File: config.mk
export PLATFORM = sky130hd
export DESIGN_NAME = signed_bignum_base1e9_subtract_unit_flat
export DESIGN_NICKNAME = d
export VERILOG_FILES = /design/src/hw/rtl/sbsub_pkg.sv /design/src/hw/rtl/sbsub_if.sv /design/src/hw/rtl/sbsub_ctrl.sv /design/src/hw/rtl/sbsub_dp.sv /design/src/hw/rtl/signed_bignum_base1e9_subtract_unit.sv /design/src/flat_wrapper.sv
export SDC_FILE = /design/constraint.sdc
export NUM_CORES = 1
export LEC_CHECK = 0
export ABC_AREA = 0
export BUFFER_PORTS_ARGS = -buffer_cell sky130_fd_sc_hd__buf_2
export CORE_UTILIZATION = 45
export DETAILED_ROUTE_END_ITERATION = 8
export MAX_ROUTING_LAYER = met4
export SYNTH_ARGS = -nofsm -noshare
export SYNTH_HDL_FRONTEND = slang
export SYNTH_SLANG_ARGS = --single-unit
export TNS_END_PERCENT = 5
File: constraint.sdc
create_clock -name clk_i -period 20.3 [get_ports clk_i]
set_input_delay 3.045 -clock clk_i [delete_from_list [all_inputs] [get_ports clk_i]]
set_output_delay 3.045 -clock clk_i [all_outputs]
set_load 0.02 [all_outputs]
File: src/hw/rtl/sbsub_pkg.sv
// Shared widths, limb constants and the controller-to-datapath command bundle
// for the signed base-1e9 subtract unit. No dependencies.
`timescale 1ns / 1ps
`default_nettype none

package sbsub_pkg;

  localparam int unsigned LIMB_W        = 30;
  localparam int unsigned LIMBS_DEFAULT = 8;

  localparam logic [LIMB_W-1:0] LIMB_MAX  = 30'd999999999;
  localparam logic [LIMB_W:0]   LIMB_BASE = 31'd1000000000;

  typedef struct packed {
    logic load;      // a pair transfer on the input channel
    logic clear;     // operation done, empty the stores
    logic rd_en;     // read both stores at the current index
    logic cmp_init;  // start the magnitude compare
    logic cmp_en;    // fold the limbs just read into the compare
    logic op_init;   // start the add or subtract pass
    logic op_en;     // compute one result limb into the output register
    logic op_last;   // the limb being computed is the top one
  } cmd_t;

endpackage

`default_nettype wire

File: src/hw/rtl/sbsub_if.sv
// Valid/ready channel interfaces for limb pairs in and result limbs out.
// Depends on sbsub_pkg for the limb width.
`timescale 1ns / 1ps
`default_nettype none

interface sbsub_pair_if;
  logic                            valid;
  logic                            ready;
  logic [sbsub_pkg::LIMB_W-1:0]    a_limb;
  logic [sbsub_pkg::LIMB_W-1:0]    b_limb;
  logic                            a_negative;
  logic                            b_negative;
  logic                            final_pair;

  modport source (output valid, a_limb, b_limb, a_negative, b_negative, final_pair,
                  input ready);
  modport sink   (input valid, a_limb, b_limb, a_negative, b_negative, final_pair,
                  output ready);
endinterface

interface sbsub_res_if;
  logic                            valid;
  logic                            ready;
  logic [sbsub_pkg::LIMB_W-1:0]    result_limb;
  logic                            result_negative;
  logic                            overflow;
  logic                            last_limb;

  modport source (output valid, result_limb, result_negative, overflow, last_limb,
                  input ready);
  modport sink   (input valid, result_limb, result_negative, overflow, last_limb,
                  output ready);
endinterface

`default_nettype wire

File: src/hw/rtl/sbsub_ctrl.sv
// Sequencer for the subtract unit: load, compare walk, limb pass, output.
// Depends on sbsub_pkg for the command bundle.
`timescale 1ns / 1ps
`default_nettype none

module sbsub_ctrl #(
  parameter int unsigned LIMBS = sbsub_pkg::LIMBS_DEFAULT
) (
  input  wire logic                       clk_i,
  input  wire logic                       rst_ni,
  input  wire logic                       in_valid_i,
  input  wire logic                       in_final_i,
  output logic                            in_ready_o,
  output logic                            out_valid_o,
  input  wire logic                       out_ready_i,
  output sbsub_pkg::cmd_t                 cmd_o,
  output logic [$clog2(LIMBS)-1:0]        rd_addr_o
);

  localparam int unsigned AW = $clog2(LIMBS);
  localparam logic [AW-1:0] TOP_IDX = AW'(LIMBS - 1);

  localparam logic [2:0] S_LOAD   = 3'd0;
  localparam logic [2:0] S_CMP_RD = 3'd1;
  localparam logic [2:0] S_CMP_EV = 3'd2;
  localparam logic [2:0] S_OP_RD  = 3'd3;
  localparam logic [2:0] S_OP_EV  = 3'd4;
  localparam logic [2:0] S_OUT    = 3'd5;

  logic [2:0]    state_q, state_d;
  logic [AW-1:0] idx_q, idx_d;

  always_comb begin
    state_d     = state_q;
    idx_d       = idx_q;
    cmd_o       = '0;
    in_ready_o  = 1'b0;
    out_valid_o = 1'b0;
    unique case (state_q)
      S_LOAD: begin
        in_ready_o = 1'b1;
        if (in_valid_i) begin
          cmd_o.load = 1'b1;
          if (in_final_i) begin
            cmd_o.cmp_init = 1'b1;
            idx_d          = TOP_IDX;
            state_d        = S_CMP_RD;
          end
        end
      end
      S_CMP_RD: begin
        cmd_o.rd_en = 1'b1;
        state_d     = S_CMP_EV;
      end
      S_CMP_EV: begin
        cmd_o.cmp_en = 1'b1;
        if (idx_q == '0) begin
          cmd_o.op_init = 1'b1;
          state_d       = S_OP_RD;
        end else begin
          idx_d   = idx_q - 1'b1;
          state_d = S_CMP_RD;
        end
      end
      S_OP_RD: begin
        cmd_o.rd_en = 1'b1;
        state_d     = S_OP_EV;
      end
      S_OP_EV: begin
        cmd_o.op_en   = 1'b1;
        cmd_o.op_last = (idx_q == TOP_IDX);
        state_d       = S_OUT;
      end
      S_OUT: begin
        out_valid_o = 1'b1;
        if (out_ready_i) begin
          if (idx_q == TOP_IDX) begin
            cmd_o.clear = 1'b1;
            idx_d       = '0;
            state_d     = S_LOAD;
          end else begin
            idx_d   = idx_q + 1'b1;
            state_d = S_OP_RD;
          end
        end
      end
      default: begin
        state_d = S_LOAD;
        idx_d   = '0;
      end
    endcase
  end

  assign rd_addr_o = idx_q;

  always_ff @(posedge clk_i or negedge rst_ni) begin
    if (!rst_ni) begin
      state_q <= S_LOAD;
      idx_q   <= '0;
    end else begin
      state_q <= state_d;
      idx_q   <= idx_d;
    end
  end

endmodule

`default_nettype wire

File: src/hw/rtl/sbsub_dp.sv
// Datapath: limb stores with fill count, magnitude compare, add/subtract
// limb unit and output register. Depends on sbsub_pkg.
`timescale 1ns / 1ps
`default_nettype none

module sbsub_dp #(
  parameter int unsigned LIMBS = sbsub_pkg::LIMBS_DEFAULT
) (
  input  wire logic                         clk_i,
  input  wire logic                         rst_ni,
  input  wire sbsub_pkg::cmd_t              cmd_i,
  input  wire logic [$clog2(LIMBS)-1:0]     rd_addr_i,
  input  wire logic [sbsub_pkg::LIMB_W-1:0] a_limb_i,
  input  wire logic [sbsub_pkg::LIMB_W-1:0] b_limb_i,
  input  wire logic                         a_negative_i,
  input  wire logic                         b_negative_i,
  output logic [sbsub_pkg::LIMB_W-1:0]      result_limb_o,
  output logic                              result_negative_o,
  output logic                              overflow_o,
  output logic                              last_limb_o
);

  localparam int unsigned LW = sbsub_pkg::LIMB_W;
  localparam int unsigned AW = $clog2(LIMBS);
  localparam int unsigned CW = $clog2(LIMBS + 1);

  logic [LW-1:0] mem_a [LIMBS];
  logic [LW-1:0] mem_b [LIMBS];

  logic [CW-1:0] fill_q;
  logic          room;
  logic [LW-1:0] a_clamp, b_clamp;

  logic [LW-1:0] rd_a_q, rd_b_q;
  logic          rd_hit_q;
  logic [LW-1:0] a_val, b_val;

  logic a_neg_q, b_neg_q;
  logic eq_q, gt_q, a_zero_q;
  logic cb_q;

  logic          adding, swap, neg_raw, res_zero;
  logic [LW-1:0] big, small_v;
  logic [LW:0]   need, sum;
  logic [LW-1:0] limb_d;
  logic          cb_d;

  assign room    = (fill_q < CW'(LIMBS));
  assign a_clamp = (a_limb_i > sbsub_pkg::LIMB_MAX) ? sbsub_pkg::LIMB_MAX : a_limb_i;
  assign b_clamp = (b_limb_i > sbsub_pkg::LIMB_MAX) ? sbsub_pkg::LIMB_MAX : b_limb_i;

  always_ff @(posedge clk_i) begin
    if (cmd_i.load && room) begin
      mem_a[fill_q[AW-1:0]] <= a_clamp;
      mem_b[fill_q[AW-1:0]] <= b_clamp;
    end
  end

  always_ff @(posedge clk_i) begin
    if (cmd_i.rd_en) begin
      rd_a_q   <= mem_a[rd_addr_i];
      rd_b_q   <= mem_b[rd_addr_i];
      rd_hit_q <= (CW'(rd_addr_i) < fill_q);
    end
  end

  always_ff @(posedge clk_i or negedge rst_ni) begin
    if (!rst_ni) begin
      fill_q <= '0;
    end else if (cmd_i.clear) begin
      fill_q <= '0;
    end else if (cmd_i.load && room) begin
      fill_q <= fill_q + 1'b1;
    end
  end

  assign a_val = rd_hit_q ? rd_a_q : '0;
  assign b_val = rd_hit_q ? rd_b_q : '0;

  assign adding   = a_neg_q ^ b_neg_q;
  assign swap     = !adding && !eq_q && !gt_q;
  assign big      = swap ? b_val : a_val;
  assign small_v  = swap ? a_val : b_val;
  assign neg_raw  = adding ? a_neg_q : (swap ? !a_neg_q : a_neg_q);
  assign res_zero = eq_q && (!adding || a_zero_q);

  always_comb begin
    need   = {1'b0, small_v} + {{LW{1'b0}}, cb_q};
    sum    = {1'b0, a_val} + {1'b0, b_val} + {{LW{1'b0}}, cb_q};
    limb_d = '0;
    cb_d   = 1'b0;
    if (adding) begin
      if (sum >= sbsub_pkg::LIMB_BASE) begin
        limb_d = LW'(sum - sbsub_pkg::LIMB_BASE);
        cb_d   = 1'b1;
      end else begin
        limb_d = sum[LW-1:0];
      end
    end else begin
      if ({1'b0, big} < need) begin
        limb_d = LW'({1'b0, big} + sbsub_pkg::LIMB_BASE - need);
        cb_d   = 1'b1;
      end else begin
        limb_d = LW'({1'b0, big} - need);
      end
    end
  end

  always_ff @(posedge clk_i) begin
    if (cmd_i.load) begin
      a_neg_q <= a_negative_i;
      b_neg_q <= b_negative_i;
    end
    if (cmd_i.cmp_init) begin
      eq_q     <= 1'b1;
      gt_q     <= 1'b0;
      a_zero_q <= 1'b1;
    end else if (cmd_i.cmp_en) begin
      if (eq_q && (a_val != b_val)) begin
        eq_q <= 1'b0;
        gt_q <= (a_val > b_val);
      end
      a_zero_q <= a_zero_q && (a_val == '0);
    end
    if (cmd_i.op_init) begin
      cb_q <= 1'b0;
    end else if (cmd_i.op_en) begin
      cb_q <= cb_d;
    end
    if (cmd_i.op_en) begin
      result_limb_o     <= limb_d;
      result_negative_o <= neg_raw && !res_zero;
      overflow_o        <= cmd_i.op_last && adding && cb_d;
      last_limb_o       <= cmd_i.op_last;
    end
  end

endmodule

`default_nettype wire

File: src/hw/rtl/signed_bignum_base1e9_subtract_unit.sv
// Top level of the signed base-1e9 subtract unit: computes A - B on
// signed-magnitude operands of LIMBS limbs. Uses sbsub_pkg, sbsub_if,
// sbsub_ctrl and sbsub_dp.
//
// Usage:
//   pair_i carries one limb pair per transfer, least significant first, with
//   the two sign flags; the transfer with final_pair set starts the operation
//   and its signs are the ones used. Pairs beyond LIMBS are dropped, missing
//   limbs count as zero, limbs above 999999999 are clamped on load.
//   res_o then delivers exactly LIMBS result limbs, least significant first,
//   each with the result sign; last_limb is set on the top one, overflow only there.
// Sequence:
//   Pairs load at one per cycle, then the compare walks the limbs from the top
//   limb down, then each result limb takes a store read, a limb compute and an
//   output transfer; the store read port paces both walks. pair_i.ready is low
//   from the final transfer until the last result is taken. A stalled result
//   holds in the output register until res_o.ready.
// Reset:
//   Clears the sequencer and the fill count; the stores read as zero.
`timescale 1ns / 1ps
`default_nettype none

module signed_bignum_base1e9_subtract_unit #(
  parameter int unsigned LIMBS = sbsub_pkg::LIMBS_DEFAULT
) (
  input  wire logic   clk_i,
  input  wire logic   rst_ni,
  sbsub_pair_if.sink  pair_i,
  sbsub_res_if.source res_o
);

  sbsub_pkg::cmd_t            cmd;
  logic [$clog2(LIMBS)-1:0]   rd_addr;

  sbsub_ctrl #(
    .LIMBS (LIMBS)
  ) u_ctrl (
    .clk_i       (clk_i),
    .rst_ni      (rst_ni),
    .in_valid_i  (pair_i.valid),
    .in_final_i  (pair_i.final_pair),
    .in_ready_o  (pair_i.ready),
    .out_valid_o (res_o.valid),
    .out_ready_i (res_o.ready),
    .cmd_o       (cmd),
    .rd_addr_o   (rd_addr)
  );

  sbsub_dp #(
    .LIMBS (LIMBS)
  ) u_dp (
    .clk_i             (clk_i),
    .rst_ni            (rst_ni),
    .cmd_i             (cmd),
    .rd_addr_i         (rd_addr),
    .a_limb_i          (pair_i.a_limb),
    .b_limb_i          (pair_i.b_limb),
    .a_negative_i      (pair_i.a_negative),
    .b_negative_i      (pair_i.b_negative),
    .result_limb_o     (res_o.result_limb),
    .result_negative_o (res_o.result_negative),
    .overflow_o        (res_o.overflow),
    .last_limb_o       (res_o.last_limb)
  );

endmodule

`default_nettype wire

File: src/flat_wrapper.sv
// flat-port wrapper written by rule: the top's interface ports become plain ports
module signed_bignum_base1e9_subtract_unit_flat 
#(
  parameter int unsigned LIMBS = sbsub_pkg::LIMBS_DEFAULT
)
  (clk_i, rst_ni, pair_i_valid, pair_i_a_limb, pair_i_b_limb, pair_i_a_negative, pair_i_b_negative, pair_i_final_pair, pair_i_ready, res_o_valid, res_o_result_limb, res_o_result_negative, res_o_overflow, res_o_last_limb, res_o_ready);
  sbsub_pair_if pair_i_i ();
  sbsub_res_if res_o_i ();
  input  wire logic clk_i;
  input  wire logic rst_ni;
  input wire logic [$bits(pair_i_i.valid)-1:0] pair_i_valid;
  input wire logic [$bits(pair_i_i.a_limb)-1:0] pair_i_a_limb;
  input wire logic [$bits(pair_i_i.b_limb)-1:0] pair_i_b_limb;
  input wire logic [$bits(pair_i_i.a_negative)-1:0] pair_i_a_negative;
  input wire logic [$bits(pair_i_i.b_negative)-1:0] pair_i_b_negative;
  input wire logic [$bits(pair_i_i.final_pair)-1:0] pair_i_final_pair;
  output wire logic [$bits(pair_i_i.ready)-1:0] pair_i_ready;
  output wire logic [$bits(res_o_i.valid)-1:0] res_o_valid;
  output wire logic [$bits(res_o_i.result_limb)-1:0] res_o_result_limb;
  output wire logic [$bits(res_o_i.result_negative)-1:0] res_o_result_negative;
  output wire logic [$bits(res_o_i.overflow)-1:0] res_o_overflow;
  output wire logic [$bits(res_o_i.last_limb)-1:0] res_o_last_limb;
  input wire logic [$bits(res_o_i.ready)-1:0] res_o_ready;
  assign pair_i_i.valid = pair_i_valid;
  assign pair_i_i.a_limb = pair_i_a_limb;
  assign pair_i_i.b_limb = pair_i_b_limb;
  assign pair_i_i.a_negative = pair_i_a_negative;
  assign pair_i_i.b_negative = pair_i_b_negative;
  assign pair_i_i.final_pair = pair_i_final_pair;
  assign pair_i_ready = pair_i_i.ready;
  assign res_o_valid = res_o_i.valid;
  assign res_o_result_limb = res_o_i.result_limb;
  assign res_o_result_negative = res_o_i.result_negative;
  assign res_o_overflow = res_o_i.overflow;
  assign res_o_last_limb = res_o_i.last_limb;
  assign res_o_i.ready = res_o_ready;
  signed_bignum_base1e9_subtract_unit #(.LIMBS(LIMBS)) u_core (.clk_i(clk_i), .rst_ni(rst_ni), .pair_i(pair_i_i), .res_o(res_o_i));
endmodule
# Yosys cells after proc, flatten, opt, wreduce, memory -nomap -nowiden
# Memory sizes are Yosys's and may differ from the RTL's. A register that Yosys moved wholly into a read port is not among the register bits.
# Index checks and enable logic that the tools add are counted.
# word_totals
regBits,50
mem_bits_rw,480
input_bits,67
out_inout_bits,35
word_cells,114
n_memories,2
# classes
addsub,10
magnitude_cmp,7
n_eq_ne,11
muxes,44
bitwise,2
n_reduce_logical,24
# memory_table
name,depth,width,read_ports,rd_ports_with_merged_regs,wr,line_no,source
u_core.u_dp.mem_a,8,30,1,1,1,sbsub_dp.sv:27,logic [LW-1:0] mem_a [LIMBS];
u_core.u_dp.mem_b,8,30,1,1,1,sbsub_dp.sv:28,logic [LW-1:0] mem_b [LIMBS];
# ops
operator,count
30-bit two-way mux,9
30-bit greater-than comparator (second input constant),2
30-bit subtractor,2
30-bit by 1-bit adder with 31-bit output,1
30-bit by 30-bit adder with 31-bit output,1
31-bit by 1-bit adder with 31-bit output,1
31-bit by 30-bit >= comparator with 1-bit output (second input constant),1
30-bit by 31-bit < comparator with 1-bit output,1
30-bit adder (second input constant),1
30-bit greater-than comparator,1
30-bit zero test,1
30-bit inequality test,1
30-bit subtractor (second input constant),1
3-bit two-way mux,8
1-bit two-way mux,19
3-bit one-hot mux with 6 select lines,1
3-bit one-hot mux with 4 select lines,1
3-bit == test (second input constant),3
1-bit logical AND,9
2-bit two-way mux,4
4-bit two-way mux,2
2-bit inequality test (second input constant),4
3-bit by 2-bit == test with 1-bit output (second input constant),2
3-bit zero test,2
16 further kinds,20

# Longest topological paths before layout
# depth
ltp_word,10
ltp_mapped,37
ltp_nobuf,29

# By module
# A second synthesis with hierarchy kept.
# hier_totals
hier_cells,2402
area_unflattened_um2,31443.9
# modules_own_cells
module,n_inst,cells_each,area_per_inst_um2,seq_area_each_um2
sbsub_dp,1,2343,30924.7,17476.8
sbsub_ctrl,1,59,519.2,150.1

# Worst setup path after synthesis
# OpenSTA, ideal clock, no wires.
# synth_path
path_kind,input -> register
startpoint,input pair_i_valid
endpoint,memory u_core.u_dp.mem_a[0][0] (netlist name) (enable)
setup_time_ns,0.552
t_arrival_ns,7.591
required_time_ns,19.748
slack_ns,12.158
cell_stages,3
path_buffers,0
path_cell_list,nand2_1 > or3_1 > nor3_1
# synth_via
elab_chain_cells,5
# synth_lines
item,line_no,source
start: declaration,flat_wrapper.sv:11,input wire logic [$bits(pair_i_i.valid)-1:0] pair_i_valid;
1-bit two-way mux,sbsub_ctrl.sv:42,if (in_valid_i) begin
1-bit two-way mux,sbsub_ctrl.sv:39,unique case (state_q)
1-bit logical AND,sbsub_dp.sv:53,if (cmd_i.load && room) begin
1-bit two-way mux,sbsub_dp.sv:53,
1-bit two-way mux (implied by the code),sbsub_dp.sv:54,mem_a[fill_q[AW-1:0]] <= a_clamp;
end: declaration,sbsub_dp.sv:27,
# No other way between the ends.

# Worst setup path after layout
# layout_path
startpoint,register u_core.u_dp.b_neg_q
endpoint,"register u_core.u_dp.result_limb_o[10] (netlist name), data pin"
# layout_via
elab_chain_cells,9
# layout_lines
item,line_no,source
start: declaration,sbsub_dp.sv:38,"logic a_neg_q, b_neg_q;"
start signal: assignment,sbsub_dp.sv:112,b_neg_q <= b_negative_i;
1-bit bitwise XOR *,sbsub_dp.sv:80,assign adding = a_neg_q ^ b_neg_q;
1-bit zero test,sbsub_dp.sv:81,assign swap = !adding && !eq_q && !gt_q;
1-bit logical AND (2 in a row),sbsub_dp.sv:81,
30-bit two-way mux (on tied branches),"sbsub_dp.sv:83, sbsub_dp.sv:82",
30-bit by 1-bit adder with 31-bit output or 30-bit adder (tied branches),"sbsub_dp.sv:88, sbsub_dp.sv:101",
30-bit subtractor (tied with other cells),sbsub_dp.sv:104,"limb_d = LW'({1'b0, big} - need);"
30-bit two-way mux,sbsub_dp.sv:100,"if ({1'b0, big} < need) begin"
30-bit two-way mux *,sbsub_dp.sv:92,if (adding) begin
named net u_core.u_dp.limb_d[10],sbsub_dp.sv:45,logic [LW-1:0] limb_d;
end signal: assignment,sbsub_dp.sv:131,result_limb_o <= limb_d;
end: declaration,sbsub_dp.sv:17,"output logic [sbsub_pkg::LIMB_W-1:0] result_limb_o,"
# The timed path passes the listed nets; every way through them passes the cells marked *.
# A chain may end at the register's enable or synchronous reset.

==> results_dict.tcl <==
set metrics [dict create \
    synth-simple-area-share_pct 10.4 \
    htreeDepth 2 \
    io_buffers 101 \
    setup_violations 0 \
    min_path_cells 2 \
    synthTopCellsByArea "edfxtp_1, mux4_2, ha_1, nand2_1, mux2_2" \
    clk_pin_slew_worst_paths_ps 60 \
    drive_gt1_share_pct 19.1 \
    crit_required_ps 20640 \
    worst_setup_path_start_kind "flip-flop" \
    path_max_fanout 70 \
    seqCellArea_um2 17600 \
    synth_common_cells "edfxtp_1, nand2_1, inv_1" \
    cts_root_buffer "clkbuf_16" \
    fin_crit_sh_pct 39.2 \
    antenna_left 0 \
    worstSetupPathType "reg2reg" \
    wl_um 80000 \
    synth_mux_area_share_pct 11.3 \
    hpwl_um 55600 \
    core_um2 69100 \
    grt_pass1_vias 20000 \
    die_w_um 267 \
    drc 0 \
    synth-compound-area-share_pct 9.68 \
    worstSetupEndpointType "flip-flop" \
    critPathBufInv 2 \
    synth-seq-cells 590 \
    grt_antenna_before_repair 1 \
    ys.flop_type "edfxtp_1" \
    cts_tree "yes" \
    antenna_cells 0 \
    syn_nets 2660 \
    synth.most_common_cell "edfxtp_1" \
    final_area_um2 35200 \
    yosysWarnings 0 \
    post-cts-setup-buffers 0 \
    place_congestion 0.953 \
    dieHeight_um 267 \
    r2r-start "u_core.u_dp.b_neg_q" \
    numCtsBuffers 61 \
    clock_skew_ps 24.3 \
    grt_pass1_wl_um 122000 \
    grt_usage_pct 23.3 \
    cts_hold_buf 0 \
    hold_viol 0 \
    relSlewSlack_pct 15.3 \
    rsz0062_at_grt "no" \
    vias 20100 \
    synth-edff-count 576 \
    hold_end "u_core.u_dp.a_zero_q" \
    area_delta_synth_final_pct 11.4 \
    first_pass_iters 7 \
    synth.avg_cell_area_um2 12.9 \
    holdCritStartpoint "u_core.u_dp.a_zero_q" \
    nets 2747 \
    die_area_um2 71300 \
    via_per_inst 5.73 \
    finalCriticalPeriod_ps 7960 \
    regToRegSetupSlack_ps 12340 \
    synth_fa_ha_area_share_pct 6.37 \
    timing.rr.end "u_core.u_dp.result_limb_o[10]" \
    grt_remaining_overflow 0 \
    async_reset_ff_share_pct 1.69 \
    multi_input_area_um2 13100 \
    crit_family "compound AO/OA/AOI/OAI gates" \
    synth_cells 2443 \
    status "finished clean" \
    synth_area_um2 31600 \
    clk_latency_ps 630 \
    utilization_pct 51.0 \
    drt_iter0_markers 1683 \
    maxSlewViolCount 0 \
    drv_cap 0 \
    worst_pin_slew_ps 1270 \
    io_pins 102 \
    fillers 5954 \
    synth_cell_type_count 91 \
    synth_xor_area_share_pct 3.18 \
    rows 96 \
    crit_path_top_delay_cell "o31ai_4" \
    wl_per_cell_um 22.8 \
    seq_area_frac_synth_pct 55.8 \
    initial_core_util_pct 45.8 \
    synth_top_cell_by_area "edfxtp_1" \
    fmax_ghz 0.126 \
    yosysTopAreaCellShare_pct 54.7 \
    clock-sinks 590 \
    synth_top_family_by_area "multiplexers" \
    worstRegToRegCells 28 \
    worstHoldPathType "reg2reg" \
    worst_ep_arrival_time_ps 8300 \
    cts_resized 0 \
    critical_path.max_stage_delay_ps 1020 \
    grt_max_degree 77 \
    cts_buffer_depth 3 \
    placed_cell_area_um2 33200 \
    final.setup.tns_ps 0 \
]
[final cells by class]
class / count / area share, %
Tap cell: 931 / 3.31
Clock buffer: 74 / 4.53
Clock inverter: 41 / 1.11
Inverter: 162 / 1.73
Timing Repair Buffer: 133 / 2.12
Multi-Input combinational cell: 1582 / 37.1
Sequential cell: 590 / 50.1
[metrics by stage]
step | instances | hold slack, ps | setup WS [ps]
global placement | 3398 | 482 | 12730
CTS | 3513 | 507 | 12460
global route | 3513 | 532 | 11700
finish | 3513 | 515 | 12340
floorplan | 2443 | 444 | 12160
detailed placement | 3398 | 484 | 12470
[metal layers]
layer | GRT usage, % | part of all wire (%) | up-vias
li1 | - | - | 9418
met1 | 31.5 | 45 | 10000
met2 | 37.6 | 48 | 540
met3 | 2.43 | 4.2 | 112
met4 | 6.00 | 2.5 | 0
met5 | - | 0 | -
[registers in the layout, summed over array words and instances (netlist names)]
register and count:
u_core.u_dp.fill_q 4, u_core.u_ctrl.rd_addr_o 3, u_core.u_dp.a_zero_q 1, u_core.u_dp.mem_a 240
u_core.u_dp.eq_q 1, u_core.u_dp.mem_b 240, u_core.u_dp.cb_q 1, u_core.u_dp.rd_b_q 30
u_core.u_dp.a_neg_q 1, u_core.u_dp.gt_q 1, u_core.u_dp.last_limb_o 1, u_core.u_dp.result_negative_o 1
u_core.u_ctrl.state_q 3, u_core.u_dp.overflow_o 1, u_core.u_dp.rd_hit_q 1, u_core.u_dp.rd_a_q 30
u_core.u_dp.result_limb_o 30, u_core.u_dp.b_neg_q 1
[logic make-up after synthesis]
family                   count (synthesis)
buffers and inverters                  271
AND/OR/NAND/NOR                        657
XOR/XNOR                               114
flip-flops                             590
AO/OA/AOI/OAI                          458
adder cells (fa/ha/maj)                153
multiplexers                           200
[cell usage in the layout, fill, tap and decap left out, drive strengths merged, types with 41 or more instances in the layout]
cell type,Yosys,final
ha,136,136
mux4,120,120
buf,27,133
edfxtp,576,576
o21ai,117,117
a21oi,108,108
inv,162,165
nor2,123,123
clkbuf,82,74
nand2,195,195
nand3,45,45
or2,46,46
mux2,65,65
nor3,46,46
and2,41,41
xnor2,74,74
[tightest hold or removal path: cells and delay by family (launching register included)]
kind             cells  cell delay [ps]
AND/OR/NAND/NOR      1               60
flip-flops           1              330
AO/OA/AOI/OAI        1               70
[worst max path at each step]
stage                     slack, ps                             to           startpoint  cells after the start
final                         12340  u_core.u_dp.result_limb_o[10]  u_core.u_dp.b_neg_q                     28
after global routing          11700  u_core.u_dp.result_limb_o[19]  u_core.u_dp.b_neg_q                     29
after CTS                     12460  u_core.u_dp.result_limb_o[24]  u_core.u_dp.b_neg_q                     29
after detailed placement      12470  u_core.u_dp.result_limb_o[24]  u_core.u_dp.b_neg_q                     28
after global placement        12730  u_core.u_dp.result_limb_o[24]  u_core.u_dp.b_neg_q                     29
after floorplan               12160        u_core.u_dp.mem_a[0][0]         pair_i_valid                      3
Power is left out: the tool's default activity adds up to more than one toggle a clock period on the data nets, which glitch-free logic cannot reach.
